File: src/sv/bpi_pkg.sv
`default_nettype none
// ----------------------------------------------------------------------------
// bpi_pkg
// Shared constants for the bicubic pixel interpolator: sample geometry,
// default fraction width, pipeline depth of one cubic lane and clamp limit.
// ----------------------------------------------------------------------------
package bpi_pkg;

    localparam int FRAC_BITS_DEF = 8;
    localparam int SAMPLE_W      = 8;
    localparam int NUM_TAPS      = 4;
    localparam int ROW_W         = SAMPLE_W * NUM_TAPS;
    // Integer bits, sign included, of a row result with its overshoot.
    localparam int ROW_HEAD      = 11;
    // Headroom bits the cubic needs over its input width.
    localparam int CUBIC_HEAD    = 5;
    localparam int CUBIC_LAT     = 5;
    localparam int PIX_MAX       = 255;

endpackage : bpi_pkg
`default_nettype wire

File: src/sv/bpi_cubic.sv
`default_nettype none
// ----------------------------------------------------------------------------
// bpi_cubic
// Five-stage Catmull-Rom cubic in Horner form on four signed fixed-point taps,
// with floor after every product. The first and last stages hold no multiplier; each other stage holds one.
// ----------------------------------------------------------------------------
module bpi_cubic #(
    parameter int FRAC_BITS = bpi_pkg::FRAC_BITS_DEF,
    parameter int PW        = FRAC_BITS + 9,
    parameter int OW        = FRAC_BITS + 11
) (
    input  logic                 i_clk,
    input  logic                 i_en,
    input  logic signed [PW-1:0] i_p [bpi_pkg::NUM_TAPS],
    input  logic [FRAC_BITS-1:0] i_f,
    output logic signed [OW-1:0] o_y
);
    import bpi_pkg::*;

    localparam int IW = PW + CUBIC_HEAD;
    localparam int MW = IW + FRAC_BITS + 1;

    logic signed [IW-1:0] w_e0, w_e1, w_e2, w_e3, w_d12;
    logic signed [IW-1:0] n_a, n_b, n_c;
    logic signed [IW-1:0] w_h1, w_h2, w_h3;

    logic signed [IW-1:0] r_a, r_b1, r_b2, r_c1, r_c2, r_c3;
    logic signed [PW-1:0] r_p1_1, r_p1_2, r_p1_3, r_p1_4;
    logic [FRAC_BITS-1:0] r_f1, r_f2, r_f3;
    logic signed [MW-1:0] r_m1, r_m2, r_m3;
    logic signed [OW-1:0] r_y;

    always_comb begin
        w_e0  = IW'(i_p[0]);
        w_e1  = IW'(i_p[1]);
        w_e2  = IW'(i_p[2]);
        w_e3  = IW'(i_p[3]);
        w_d12 = w_e1 - w_e2;
        n_a   = (w_d12 <<< 1) + w_d12 + w_e3 - w_e0;
        n_b   = (w_e0 <<< 1) - (w_e1 <<< 2) - w_e1 + (w_e2 <<< 2) - w_e3;
        n_c   = w_e2 - w_e0;
        w_h1  = IW'(r_m1 >>> FRAC_BITS) + r_b2;
        w_h2  = IW'(r_m2 >>> FRAC_BITS) + r_c3;
        w_h3  = IW'(r_m3 >>> FRAC_BITS);
    end

    always_ff @(posedge i_clk) begin
        if (i_en) begin
            r_a    <= n_a;
            r_b1   <= n_b;
            r_c1   <= n_c;
            r_p1_1 <= i_p[1];
            r_f1   <= i_f;

            r_m1   <= r_a * $signed({1'b0, r_f1});
            r_b2   <= r_b1;
            r_c2   <= r_c1;
            r_p1_2 <= r_p1_1;
            r_f2   <= r_f1;

            r_m2   <= w_h1 * $signed({1'b0, r_f2});
            r_c3   <= r_c2;
            r_p1_3 <= r_p1_2;
            r_f3   <= r_f2;

            r_m3   <= w_h2 * $signed({1'b0, r_f3});
            r_p1_4 <= r_p1_3;

            r_y    <= OW'(IW'(r_p1_4) + (w_h3 >>> 1));
        end
    end

    assign o_y = r_y;

endmodule : bpi_cubic
`default_nettype wire

File: config.mk
export PLATFORM = sky130hd
export DESIGN_NAME = bpi_cubic
export DESIGN_NICKNAME = d
export VERILOG_FILES = /design/src/sv/bpi_pkg.sv /design/src/sv/bpi_cubic.sv
export SDC_FILE = /design/constraint.sdc
export NUM_CORES = 2
export LEC_CHECK = 0
export ABC_AREA = 1
export BUFFER_PORTS_ARGS = -buffer_cell sky130_fd_sc_hd__buf_2
export CAP_MARGIN = 25
export CORE_AREA = 8 8 234 281
export CTS_CLUSTER_SIZE = 25
export DETAILED_ROUTE_END_ITERATION = 12
export DIE_AREA = 0 0 242 289
export HOLD_SLACK_MARGIN = 0.12
export PLACE_DENSITY = 0.84
export SLEW_MARGIN = 0
export SYNTH_ARGS = -nofsm -noshare
export SYNTH_HDL_FRONTEND = slang
export SYNTH_SLANG_ARGS = --single-unit
File: constraint.sdc
create_clock -name i_clk -period 7.6 [get_ports i_clk]
set_clock_uncertainty 0.15 [all_clocks]
set_input_delay 1.14 -clock i_clk [delete_from_list [all_inputs] [get_ports i_clk]]
set_output_delay 1.14 -clock i_clk [all_outputs]
set_load 0.1 [all_outputs]
==> results.py <==
metrics = {
    "detailed_routing": {
        "drt_iter0_drc": 1945,
        "dr.pass1.iters": 9,
        "drc": 0,
        "wl_um": 91800,
        "ant_nets": 0,
        "dr_total_vias": 27744,
        "routed_via_density": 5.53,
        "wl_per_cell_um": 18.3,
    },
    "place": {
        "gp_congestion": 1.03,
        "port_buffers": 96,
        "post-dp-hpwl_um": 75900,
    },
    "cells_and_area": {
        "mostFrequentLayoutCell": "inv_1",
        "area_growth_pct": 6.38,
        "layout_common_cells": "inv_1 (1,026), nand2_1 (690), fa_1 (494), nor2_1 (305), ha_1 (304)",
        "num-fill-cells": 4996,
        "drive_above_1_share": 0.0556,
        "fin_util": 0.630,
        "nNetsFinal": 5045,
    },
    "cts": {
        "clock_latency_ps": 570,
        "h-tree-depth": 2,
        "clk_pin_slew_ps": 60,
        "cts_setup_buffers": 0,
        "clock_sinks": 294,
        "cts_buffers": 34,
        "clk_path_buf_depth": 3,
        "hold_buffers": 0,
        "cts_root_buf": "clkbuf_16",
        "cts_tree": "yes",
        "cts.repair.resized": 0,
    },
    "global_routing": {
        "grt_pass1_vias": 29072,
        "grt_max_degree": 181,
        "track_usage": 0.263,
        "antenna_found_initial": 6,
        "overflow": 0,
        "grt_pass1_wl_um": 147000,
        "grt-busiest-layer": "met2",
        "use_met2": 0.477,
        "met1_usage": 0.297,
        "use_met3": 0.0354,
    },
    "worst_setup_path": {
        "crit_path_max_fanout": 6,
        "arrival_ps": 7020,
        "crit_path_start_kind": "flop",
        "cp-end-kind": "flop",
        "crit_type": "reg -> reg",
        "required_ps": 7760,
    },
    "sta": {
        "rsz0062_at_grt": "false",
        "maxSlewHeadroom": 0.285,
        "final-hold-violation-count": 0,
        "worst_slew_pin_slew_ps": 1070,
        "final_max_slew_viol_count": 0,
        "fin_tns_setup_ps": 0,
        "max_freq_ghz": 0.146,
        "fin_crit_sh": 0.904,
        "finalSetupViolations": 0,
        "fin_crit_ps": 6870,
    },
    "synth": {
        "synth_flop_cell": "edfxtp_1",
        "synth_edf_count": 294,
        "synth_compound_area_frac": 0.0736,
        "ys_ff_latch": 294,
        "yosysSeqAreaShare": 0.243,
        "postSynthAreaPerCell_sq_um": 8.85,
        "muxShareOfSynthArea": 0,
        "synth_fa_ha_area_frac": 0.377,
        "syn-num-nets": 4981,
        "syn_inst": 4105,
        "synth_warnings": 0,
        "yosys.area_share.simple": 0.143,
        "ys_types": 58,
        "synth-xor-area-share": 0.0483,
        "synth_top_family_by_area": "adder cells",
        "synth_area_sq_mm": 0.0363,
        "synthArstFlopShare": 0,
    },
    "floorplan": {
        "row_count": 100,
        "initial_utilization": 0.593,
        "dieArea_sq_mm": 0.0699,
        "ios": 97,
        "core_area_sq_mm": 0.0613,
        "dieHeight_um": 289,
        "fp.dieW_um": 242,
    },
    "hold_path": {
        "worstHoldPathType": "reg -> reg",
    },
    "job": {
        "cap_violations": 0,
    },
    "status": {
        "status": "finished, final reports clean",
    },
}
[through the flow]
step / hold WS, ps / area (sq um) / setup WS (ps) / cells
floorplan: 250 / 36300 / 1690 / 4105
global placement: 251 / 37600 / 915 / 4948
detailed placement: 255 / 37600 / 788 / 4948
CTS: 266 / 38600 / 775 / 5009
global route: 269 / 38600 / 308 / 5010
finish: 268 / 38600 / 732 / 5014
[flip-flops by register name, summed over array words and instances, names as in the netlist, 18 cells and up]
register	count
r_a	22
r_c2	18
r_c1	18
r_b2	22
r_m3	19
r_c3	18
o_y	19
r_m2	22
r_m1	22
r_b1	22
[kinds of logic after synthesis]
logic type | count (synthesis)
xor+xnor | 196
buf+inv | 1103
simple gates | 1250
flops | 294
compound gates | 464
fa+ha+maj | 798
[final cells by class]
class	instances	area (sq um)	area share
clock buffers	37	862	0.0223
flip-flops and latches	294	8830	0.228
clock inverters	24	188	0.00486
well taps	816	1020	0.0264
multi-input cells	2708	23300	0.603
inverters	1033	3880	0.100
diodes	4	10.0	0.000259
repair buffers	98	538	0.0139
[path summary, 6_finish.rpt]
kind	startpoint	end	slack, ps	cells after the start
min	r_b1[21]	r_b2[21]	270	0
max	r_m2[8]	r_m3[19]	730	26
min reg2reg	r_b1[21]	r_b2[21]	270	0
max reg2reg	r_m2[8]	r_m3[19]	730	26
[per-layer routing]
layer	wire, um	part of all wire
met1	33600	0.37
met2	46400	0.51
met3	6060	0.066
met4	5740	0.063
met5	13	0.00014
[worst max-delay path, stage by stage (launching register included)]
cell	delay [ps]
edfxtp_1	340
ha_1	160
inv_1	70
fa_1	390
inv_1	100
nand2_1	80
o21ai_2	230
a21oi_2	110
o21ai_1	240
xor2_1	460
nand2_1	170
fa_1	630
inv_1	80
fa_1	540
inv_1	50
fa_1	450
fa_1	490
inv_1	40
ha_1	350
nand2_1	150
inv_1	110
nand3_1	110
nor3_1	320
a21oi_1	190
o21bai_1	330
a21oi_1	130
xnor2_1	150
[synthesized netlist by cell type, types with 26 or more instances]
cell / count / area (sq um)
a21oi_1: 223 / 1120
nand3_1: 107 / 536
clkbuf_1: 43 / 161
nor2_1: 305 / 1140
xnor2_1: 65 / 569
o21ai_0: 108 / 541
edfxtp_1: 294 / 8830
inv_1: 1026 / 3850
nand2_1: 690 / 2590
xor2_1: 126 / 1100
nand4_1: 35 / 219
ha_1: 304 / 3800
fa_1: 494 / 9890
or2_2: 33 / 206
nor3_1: 26 / 130
Power is not shown: default switching activity piles up to over one toggle a cycle in this logic, so the estimate is an artifact.
