## src/sv/bpi_pkg.sv

```systemverilog
`default_nettype none
// ----------------------------------------------------------------------------
// bpi_pkg
// Shared constants for the bicubic pixel interpolator: sample geometry,
// default fraction width, pipeline depth of one cubic lane and clamp limit.
// ----------------------------------------------------------------------------
package bpi_pkg;

    localparam int FRAC_BITS_DEF = 8;
    localparam int SAMPLE_W      = 8;
    localparam int NUM_TAPS      = 4;
    localparam int ROW_W         = SAMPLE_W * NUM_TAPS;
    // Integer bits, sign included, of a row result with its overshoot.
    localparam int ROW_HEAD      = 11;
    // Headroom bits the cubic needs over its input width.
    localparam int CUBIC_HEAD    = 5;
    localparam int CUBIC_LAT     = 5;
    localparam int PIX_MAX       = 255;

endpackage : bpi_pkg
`default_nettype wire

```

## src/sv/bpi_cubic.sv

```systemverilog
`default_nettype none
// ----------------------------------------------------------------------------
// bpi_cubic
// Five-stage Catmull-Rom cubic in Horner form on four signed fixed-point taps,
// with floor after every product. The first and last stages hold no multiplier; each other stage holds one.
// ----------------------------------------------------------------------------
module bpi_cubic #(
    parameter int FRAC_BITS = bpi_pkg::FRAC_BITS_DEF,
    parameter int PW        = FRAC_BITS + 9,
    parameter int OW        = FRAC_BITS + 11
) (
    input  logic                 i_clk,
    input  logic                 i_en,
    input  logic signed [PW-1:0] i_p [bpi_pkg::NUM_TAPS],
    input  logic [FRAC_BITS-1:0] i_f,
    output logic signed [OW-1:0] o_y
);
    import bpi_pkg::*;

    localparam int IW = PW + CUBIC_HEAD;
    localparam int MW = IW + FRAC_BITS + 1;

    logic signed [IW-1:0] w_e0, w_e1, w_e2, w_e3, w_d12;
    logic signed [IW-1:0] n_a, n_b, n_c;
    logic signed [IW-1:0] w_h1, w_h2, w_h3;

    logic signed [IW-1:0] r_a, r_b1, r_b2, r_c1, r_c2, r_c3;
    logic signed [PW-1:0] r_p1_1, r_p1_2, r_p1_3, r_p1_4;
    logic [FRAC_BITS-1:0] r_f1, r_f2, r_f3;
    logic signed [MW-1:0] r_m1, r_m2, r_m3;
    logic signed [OW-1:0] r_y;

    always_comb begin
        w_e0  = IW'(i_p[0]);
        w_e1  = IW'(i_p[1]);
        w_e2  = IW'(i_p[2]);
        w_e3  = IW'(i_p[3]);
        w_d12 = w_e1 - w_e2;
        n_a   = (w_d12 <<< 1) + w_d12 + w_e3 - w_e0;
        n_b   = (w_e0 <<< 1) - (w_e1 <<< 2) - w_e1 + (w_e2 <<< 2) - w_e3;
        n_c   = w_e2 - w_e0;
        w_h1  = IW'(r_m1 >>> FRAC_BITS) + r_b2;
        w_h2  = IW'(r_m2 >>> FRAC_BITS) + r_c3;
        w_h3  = IW'(r_m3 >>> FRAC_BITS);
    end

    always_ff @(posedge i_clk) begin
        if (i_en) begin
            r_a    <= n_a;
            r_b1   <= n_b;
            r_c1   <= n_c;
            r_p1_1 <= i_p[1];
            r_f1   <= i_f;

            r_m1   <= r_a * $signed({1'b0, r_f1});
            r_b2   <= r_b1;
            r_c2   <= r_c1;
            r_p1_2 <= r_p1_1;
            r_f2   <= r_f1;

            r_m2   <= w_h1 * $signed({1'b0, r_f2});
            r_c3   <= r_c2;
            r_p1_3 <= r_p1_2;
            r_f3   <= r_f2;

            r_m3   <= w_h2 * $signed({1'b0, r_f3});
            r_p1_4 <= r_p1_3;

            r_y    <= OW'(IW'(r_p1_4) + (w_h3 >>> 1));
        end
    end

    assign o_y = r_y;

endmodule : bpi_cubic
`default_nettype wire

```

## src/sv/bpi_merge.sv

```systemverilog
`default_nettype none
// ----------------------------------------------------------------------------
// bpi_merge
// Merging stage: vertical cubic over the four row results, then the drop of
// the fraction and the clamp to the sample range in an output register.
// ----------------------------------------------------------------------------
module bpi_merge #(
    parameter int FRAC_BITS = bpi_pkg::FRAC_BITS_DEF,
    parameter int CW        = FRAC_BITS + bpi_pkg::ROW_HEAD
) (
    input  logic                          i_clk,
    input  logic                          i_en,
    input  logic signed [CW-1:0]          i_col [bpi_pkg::NUM_TAPS],
    input  logic [FRAC_BITS-1:0]          i_f,
    output logic [bpi_pkg::SAMPLE_W-1:0]  o_pixel
);
    import bpi_pkg::*;

    localparam int VW = CW - FRAC_BITS;
    localparam logic signed [VW-1:0] PixMax = VW'(PIX_MAX);

    logic signed [CW-1:0]       w_y;
    logic signed [VW-1:0]       w_v;
    logic [SAMPLE_W-1:0]        n_pix;
    logic [SAMPLE_W-1:0]        r_pix;

    bpi_cubic #(
        .FRAC_BITS (FRAC_BITS),
        .PW        (CW),
        .OW        (CW)
    ) u_col (
        .i_clk (i_clk),
        .i_en  (i_en),
        .i_p   (i_col),
        .i_f   (i_f),
        .o_y   (w_y)
    );

    always_comb begin
        w_v = VW'(w_y >>> FRAC_BITS);
        if (w_v < 0) begin
            n_pix = '0;
        end else if (w_v > PixMax) begin
            n_pix = SAMPLE_W'(PIX_MAX);
        end else begin
            n_pix = SAMPLE_W'(w_v);
        end
    end

    always_ff @(posedge i_clk) begin
        if (i_en) begin
            r_pix <= n_pix;
        end
    end

    assign o_pixel = r_pix;

endmodule : bpi_merge
`default_nettype wire
```

## config.mk

```make
export PLATFORM = sky130hd
export DESIGN_NAME = bpi_merge
export DESIGN_NICKNAME = d
export VERILOG_FILES = /design/src/sv/bpi_pkg.sv /design/src/sv/bpi_cubic.sv /design/src/sv/bpi_merge.sv
export SDC_FILE = /design/constraint.sdc
export NUM_CORES = 2
export LEC_CHECK = 0
export BUFFER_PORTS_ARGS = -buffer_cell sky130_fd_sc_hd__buf_2
export CAP_MARGIN = 20
export CORE_UTILIZATION = 45
export DETAILED_ROUTE_END_ITERATION = 10
export MAX_ROUTING_LAYER = met4
export PLACE_DENSITY = 0.63
export SETUP_SLACK_MARGIN = 0.02
export SKIP_LAST_GASP = 1
export SLEW_MARGIN = 20
export SYNTH_ARGS = -nofsm -noshare
export SYNTH_HDL_FRONTEND = slang
export SYNTH_HIERARCHICAL = 1
export SYNTH_SLANG_ARGS = --single-unit
```

## constraint.sdc

```tcl
create_clock -name i_clk -period 14.3 [get_ports i_clk]
set_input_delay 2.86 -clock i_clk [delete_from_list [all_inputs] [get_ports i_clk]]
set_output_delay 2.86 -clock i_clk [all_outputs]
set_load 0.01 [all_outputs]
```

==> insert_results.sql <==
INSERT INTO impl_metrics (metric_group, metric, value, unit) VALUES
('route', 'final_wirelength', '76.72', 'mm'),
('grt', 'grt_first_pass_wirelength', '127.0', 'mm'),
('route', 'drcViolationCount', '0', ''),
('die', 'core-area', '0.07926', 'sq mm'),
('clock_tree', 'h-tree-depth', '2', ''),
('route', 'ant_nets', '0', ''),
('clock_tree', 'clk_latency', '0.57', 'ns'),
('clock_tree', 'cts-hold-fix-buffers', '0', ''),
('critical_path', 'cp_data_arrival_time', '8.79', 'ns'),
('job', 'max_cap_violations', '0', ''),
('timing', 'finalWorstSetupSlack', '5.817', 'ns'),
('clock_tree', 'cts_buf_count', '39', ''),
('clock_tree', 'clock-root-buffer', 'sky130_fd_sc_hd__clkbuf_16', ''),
('die', 'row_count', '103', ''),
('clock_tree', 'cts_tree', 'built', ''),
('timing', 'maxClockFrequency', '117.9', 'MHz'),
('timing', 'fin_hold_ws', '0.4021', 'ns'),
('grt', 'grt_antenna_before_repair', '3', ''),
('die', 'fp.dieArea', '0.08138', 'sq mm'),
('critical_path', 'setup.worst_path.end_class', 'flop', ''),
('place', 'io_port_bufs', '93', ''),
('route', 'post_drt_wl_per_cell', '16.49', 'um'),
('clock_tree', 'post_cts.repair.setup_buffers', '0', ''),
('grt', 'grt_start_max_net_pins', '155', ''),
('critical_path', 'worstRegToRegCells', '31', ''),
('place', 'place_ws', '5.274', 'ns'),
('yosys', 'synthesis.yosys.warnings', '6', ''),
('critical_path', 'worst_setup_path_class', 'input pin to flop', ''),
('route', 'via_count_of_the_routed_design', '23230', ''),
('timing', 'maxSlewViolCount', '0', ''),
('die', 'die_height', '285.3', 'um'),
('timing', 'worst-slew-pin-transition', '1.086', 'ns'),
('finish', 'finish.instance_area', '0.03918', 'sq mm'),
('critical_path', 'critical_path_peak_fanout', '5', ''),
('place', 'routabilityCongestion', '0.9069', ''),
('critical_path', 'worst_r2r_endpoint', 'u_col/r_m2[31]', ''),
('finish', 'drive_above_1_share', '0.05664', ''),
('worst_hold_path', 'hold-path-endpoint', 'u_col/r_c2[11]', ''),
('clock_tree', 'clkTransAtPathRegs', '0.06', 'ns'),
('timing', 'fin_crit', '8.483', 'ns'),
('finish', 'insertedDiodeCount', '0', ''),
('route', 'initialDrtViolationCount', '1001', ''),
('die', 'floorplan.io_pins', '94', ''),
('place', 'dp.final_hpwl', '62.42', 'mm'),
('yosys', 'synth_cells', '3472', ''),
('die', 'starting_density_of_the_core', '0.4556', ''),
('timing', 'timing.final.crit_share', '0.5932', ''),
('critical_path', 'cp_data_required_time', '14.61', 'ns'),
('finish', 'seqCellArea', '0.009549', 'sq mm'),
('critical_path', 'reg2reg_setup_slack', '6.22', 'ns'),
('finish', 'layout.filler_cells', '7338', ''),
('critical_path', 'regToRegStartpoint', 'u_col/r_b2[0]', ''),
('worst_hold_path', 'hold_path.class', 'flop to flop', ''),
('finish', 'area.growth.synth_to_final', '8.482', '%'),
('clock_tree', 'clock-sinks', '318', ''),
('critical_path', 'critPathLaunchType', 'input pin', ''),
('run_status', 'outcome', 'finished clean', ''),
('timing', 'timing.final.setup_violations', '0', ''),
('place', 'detailed_place.area', '0.03785', 'sq mm'),
('yosys', 'post_synthesis_area_per_instance', '10.40', 'sq um'),
('timing', 'rsz0062_at_grt', 'no', ''),
('timing', 'setup-tns-final', '0', 'ns'),
('timing', 'finalHoldViolations', '0', ''),
('route', 'drt_first_pass_iters', '5', ''),
('worst_hold_path', 'min_path_cells', '0', ''),
('clock_tree', 'clk_path_buf_depth', '3', ''),
('grt', 'globalRouteTotalUtil', '0.2025', ''),
('yosys', 'net_count_after_synthesis', '4411', ''),
('worst_hold_path', 'start_point_of_the_worst_hold_path', 'u_col/r_c1[11]', ''),
('timing', 'relSlewSlack', '0.2757', ''),
('route', 'viasPerCell', '4.993', ''),
('yosys', 'mappedNetlistArea', '0.03611', 'sq mm'),
('clock_tree', 'postCtsResizedCells', '0', ''),
('grt', 'overflow', '0', ''),
('die', 'die_width', '285.3', 'um'),
('grt', 'number_of_global_route_vias_before_repair', '24500', ''),
('finish', 'final_nets', '4512', ''),
('finish', 'multiInputGateArea', '0.02353', 'sq mm'),
('timing', 'skew', '0.03430', 'ns');
state kept, by name, indices dropped and copies added (netlist names), 11 cells and up:
register and count:
u_col/r_p1_1 19, u_col/r_c2 20, u_col/r_b1 24, u_col/r_p1_2 19, u_col/r_a 24, u_col/r_c3 20
u_col/r_p1_4 19, u_col/r_m2 24, u_col/r_m1 24, u_col/r_m3 19, u_col/o_y 11, u_col/r_b2 24
u_col/r_p1_3 19, u_col/r_c1 20
worst max-delay path: stages:
cell                       delay [ns]
sky130_fd_sc_hd__buf_2           0.12
sky130_fd_sc_hd__inv_1           0.09
sky130_fd_sc_hd__ha_1            0.15
sky130_fd_sc_hd__inv_1           0.06
sky130_fd_sc_hd__fa_1            0.41
sky130_fd_sc_hd__a21o_1          0.18
sky130_fd_sc_hd__a21oi_1         0.25
sky130_fd_sc_hd__o21bai_1        0.18
sky130_fd_sc_hd__a21oi_1         0.29
sky130_fd_sc_hd__o21ai_1         0.21
sky130_fd_sc_hd__a2111o_1        0.45
sky130_fd_sc_hd__a31oi_1         0.26
sky130_fd_sc_hd__nor2b_1         0.08
sky130_fd_sc_hd__o21a_1          0.20
sky130_fd_sc_hd__o41a_1          0.36
sky130_fd_sc_hd__xnor2_1         0.30
sky130_fd_sc_hd__fa_1            0.50
sky130_fd_sc_hd__fa_1            0.51
sky130_fd_sc_hd__inv_1           0.04
sky130_fd_sc_hd__ha_1            0.22
sky130_fd_sc_hd__or3_1           0.32
sky130_fd_sc_hd__o31ai_1         0.37
sky130_fd_sc_hd__o21bai_1        0.11
sky130_fd_sc_hd__a21oi_1         0.19
sky130_fd_sc_hd__xnor2_1         0.08
metrics by stage:
step / instances / utilization
6_report: 4652 / 0.4943
5_1_grt: 4652 / 0.4943
2_1_floorplan: 3472 / -
4_1_cts: 4652 / 0.4943
3_3_place_gp: 4582 / 0.4775
3_5_place_dp: 4582 / 0.4775
layout by cell type (no fill, tap or decap), types with 7 or more instances in the layout:
master                      instances
sky130_fd_sc_hd__or2_2             12
sky130_fd_sc_hd__o21a_1            30
sky130_fd_sc_hd__nor3_1            42
sky130_fd_sc_hd__fa_1             530
sky130_fd_sc_hd__clkinv_1           7
sky130_fd_sc_hd__buf_2             92
sky130_fd_sc_hd__a31oi_1           13
sky130_fd_sc_hd__o21bai_1          11
sky130_fd_sc_hd__inv_1            751
sky130_fd_sc_hd__nor3_2             8
sky130_fd_sc_hd__nand3_1           26
sky130_fd_sc_hd__o31ai_1           10
sky130_fd_sc_hd__nand4_1            7
sky130_fd_sc_hd__and3_1            14
sky130_fd_sc_hd__clkbuf_16         40
sky130_fd_sc_hd__nor2_1           122
sky130_fd_sc_hd__xnor2_1          128
sky130_fd_sc_hd__buf_4             18
sky130_fd_sc_hd__and2_1           317
sky130_fd_sc_hd__xor2_1            55
sky130_fd_sc_hd__edfxtp_1         318
sky130_fd_sc_hd__a21o_1            46
sky130_fd_sc_hd__nor2b_1           37
sky130_fd_sc_hd__o211ai_1           8
sky130_fd_sc_hd__o41ai_1            8
sky130_fd_sc_hd__o21ai_0           64
sky130_fd_sc_hd__a211oi_1           7
sky130_fd_sc_hd__ha_1             323
sky130_fd_sc_hd__nand2_1          289
sky130_fd_sc_hd__or3_1              9
sky130_fd_sc_hd__nand2b_1          30
sky130_fd_sc_hd__a21oi_1          125
sky130_fd_sc_hd__a21boi_0          12
worst max path at each step:
stage                         start             to  slack (ns)  cells past startpoint
after floorplan           i_col[38]  u_col/r_a[22]        6.24                     24
final                     i_col[38]  u_col/r_a[22]        5.82                     25
after global routing      i_col[38]  u_col/r_a[22]        5.49                     25
after detailed placement  i_col[38]  u_col/r_a[22]        5.27                     25
after global placement    i_col[38]  u_col/r_a[22]        5.36                     25
after CTS                 i_col[38]  u_col/r_a[22]        5.86                     25
layout make-up:
type / instances / share of cell area
Sequential cell: 318 / 0.2438
Clock buffer: 43 / 0.02584
Timing Repair Buffer: 112 / 0.01610
Multi-Input combinational cell: 2351 / 0.6007
Inverter: 751 / 0.07196
Clock inverter: 27 / 0.008080
Tap cell: 1050 / 0.03354
layer usage:
metal	vias to the layer above	global-route usage	wire, um
met5	-	-	0
met4	0	0.06297	2293
met2	398	0.3360	37100
met1	11520	0.2611	34660
li1	11210	-	-
met3	106	0.02120	2667
Power is not shown: default switching activity piles up to over one toggle a cycle in this logic, so the estimate is an artifact.
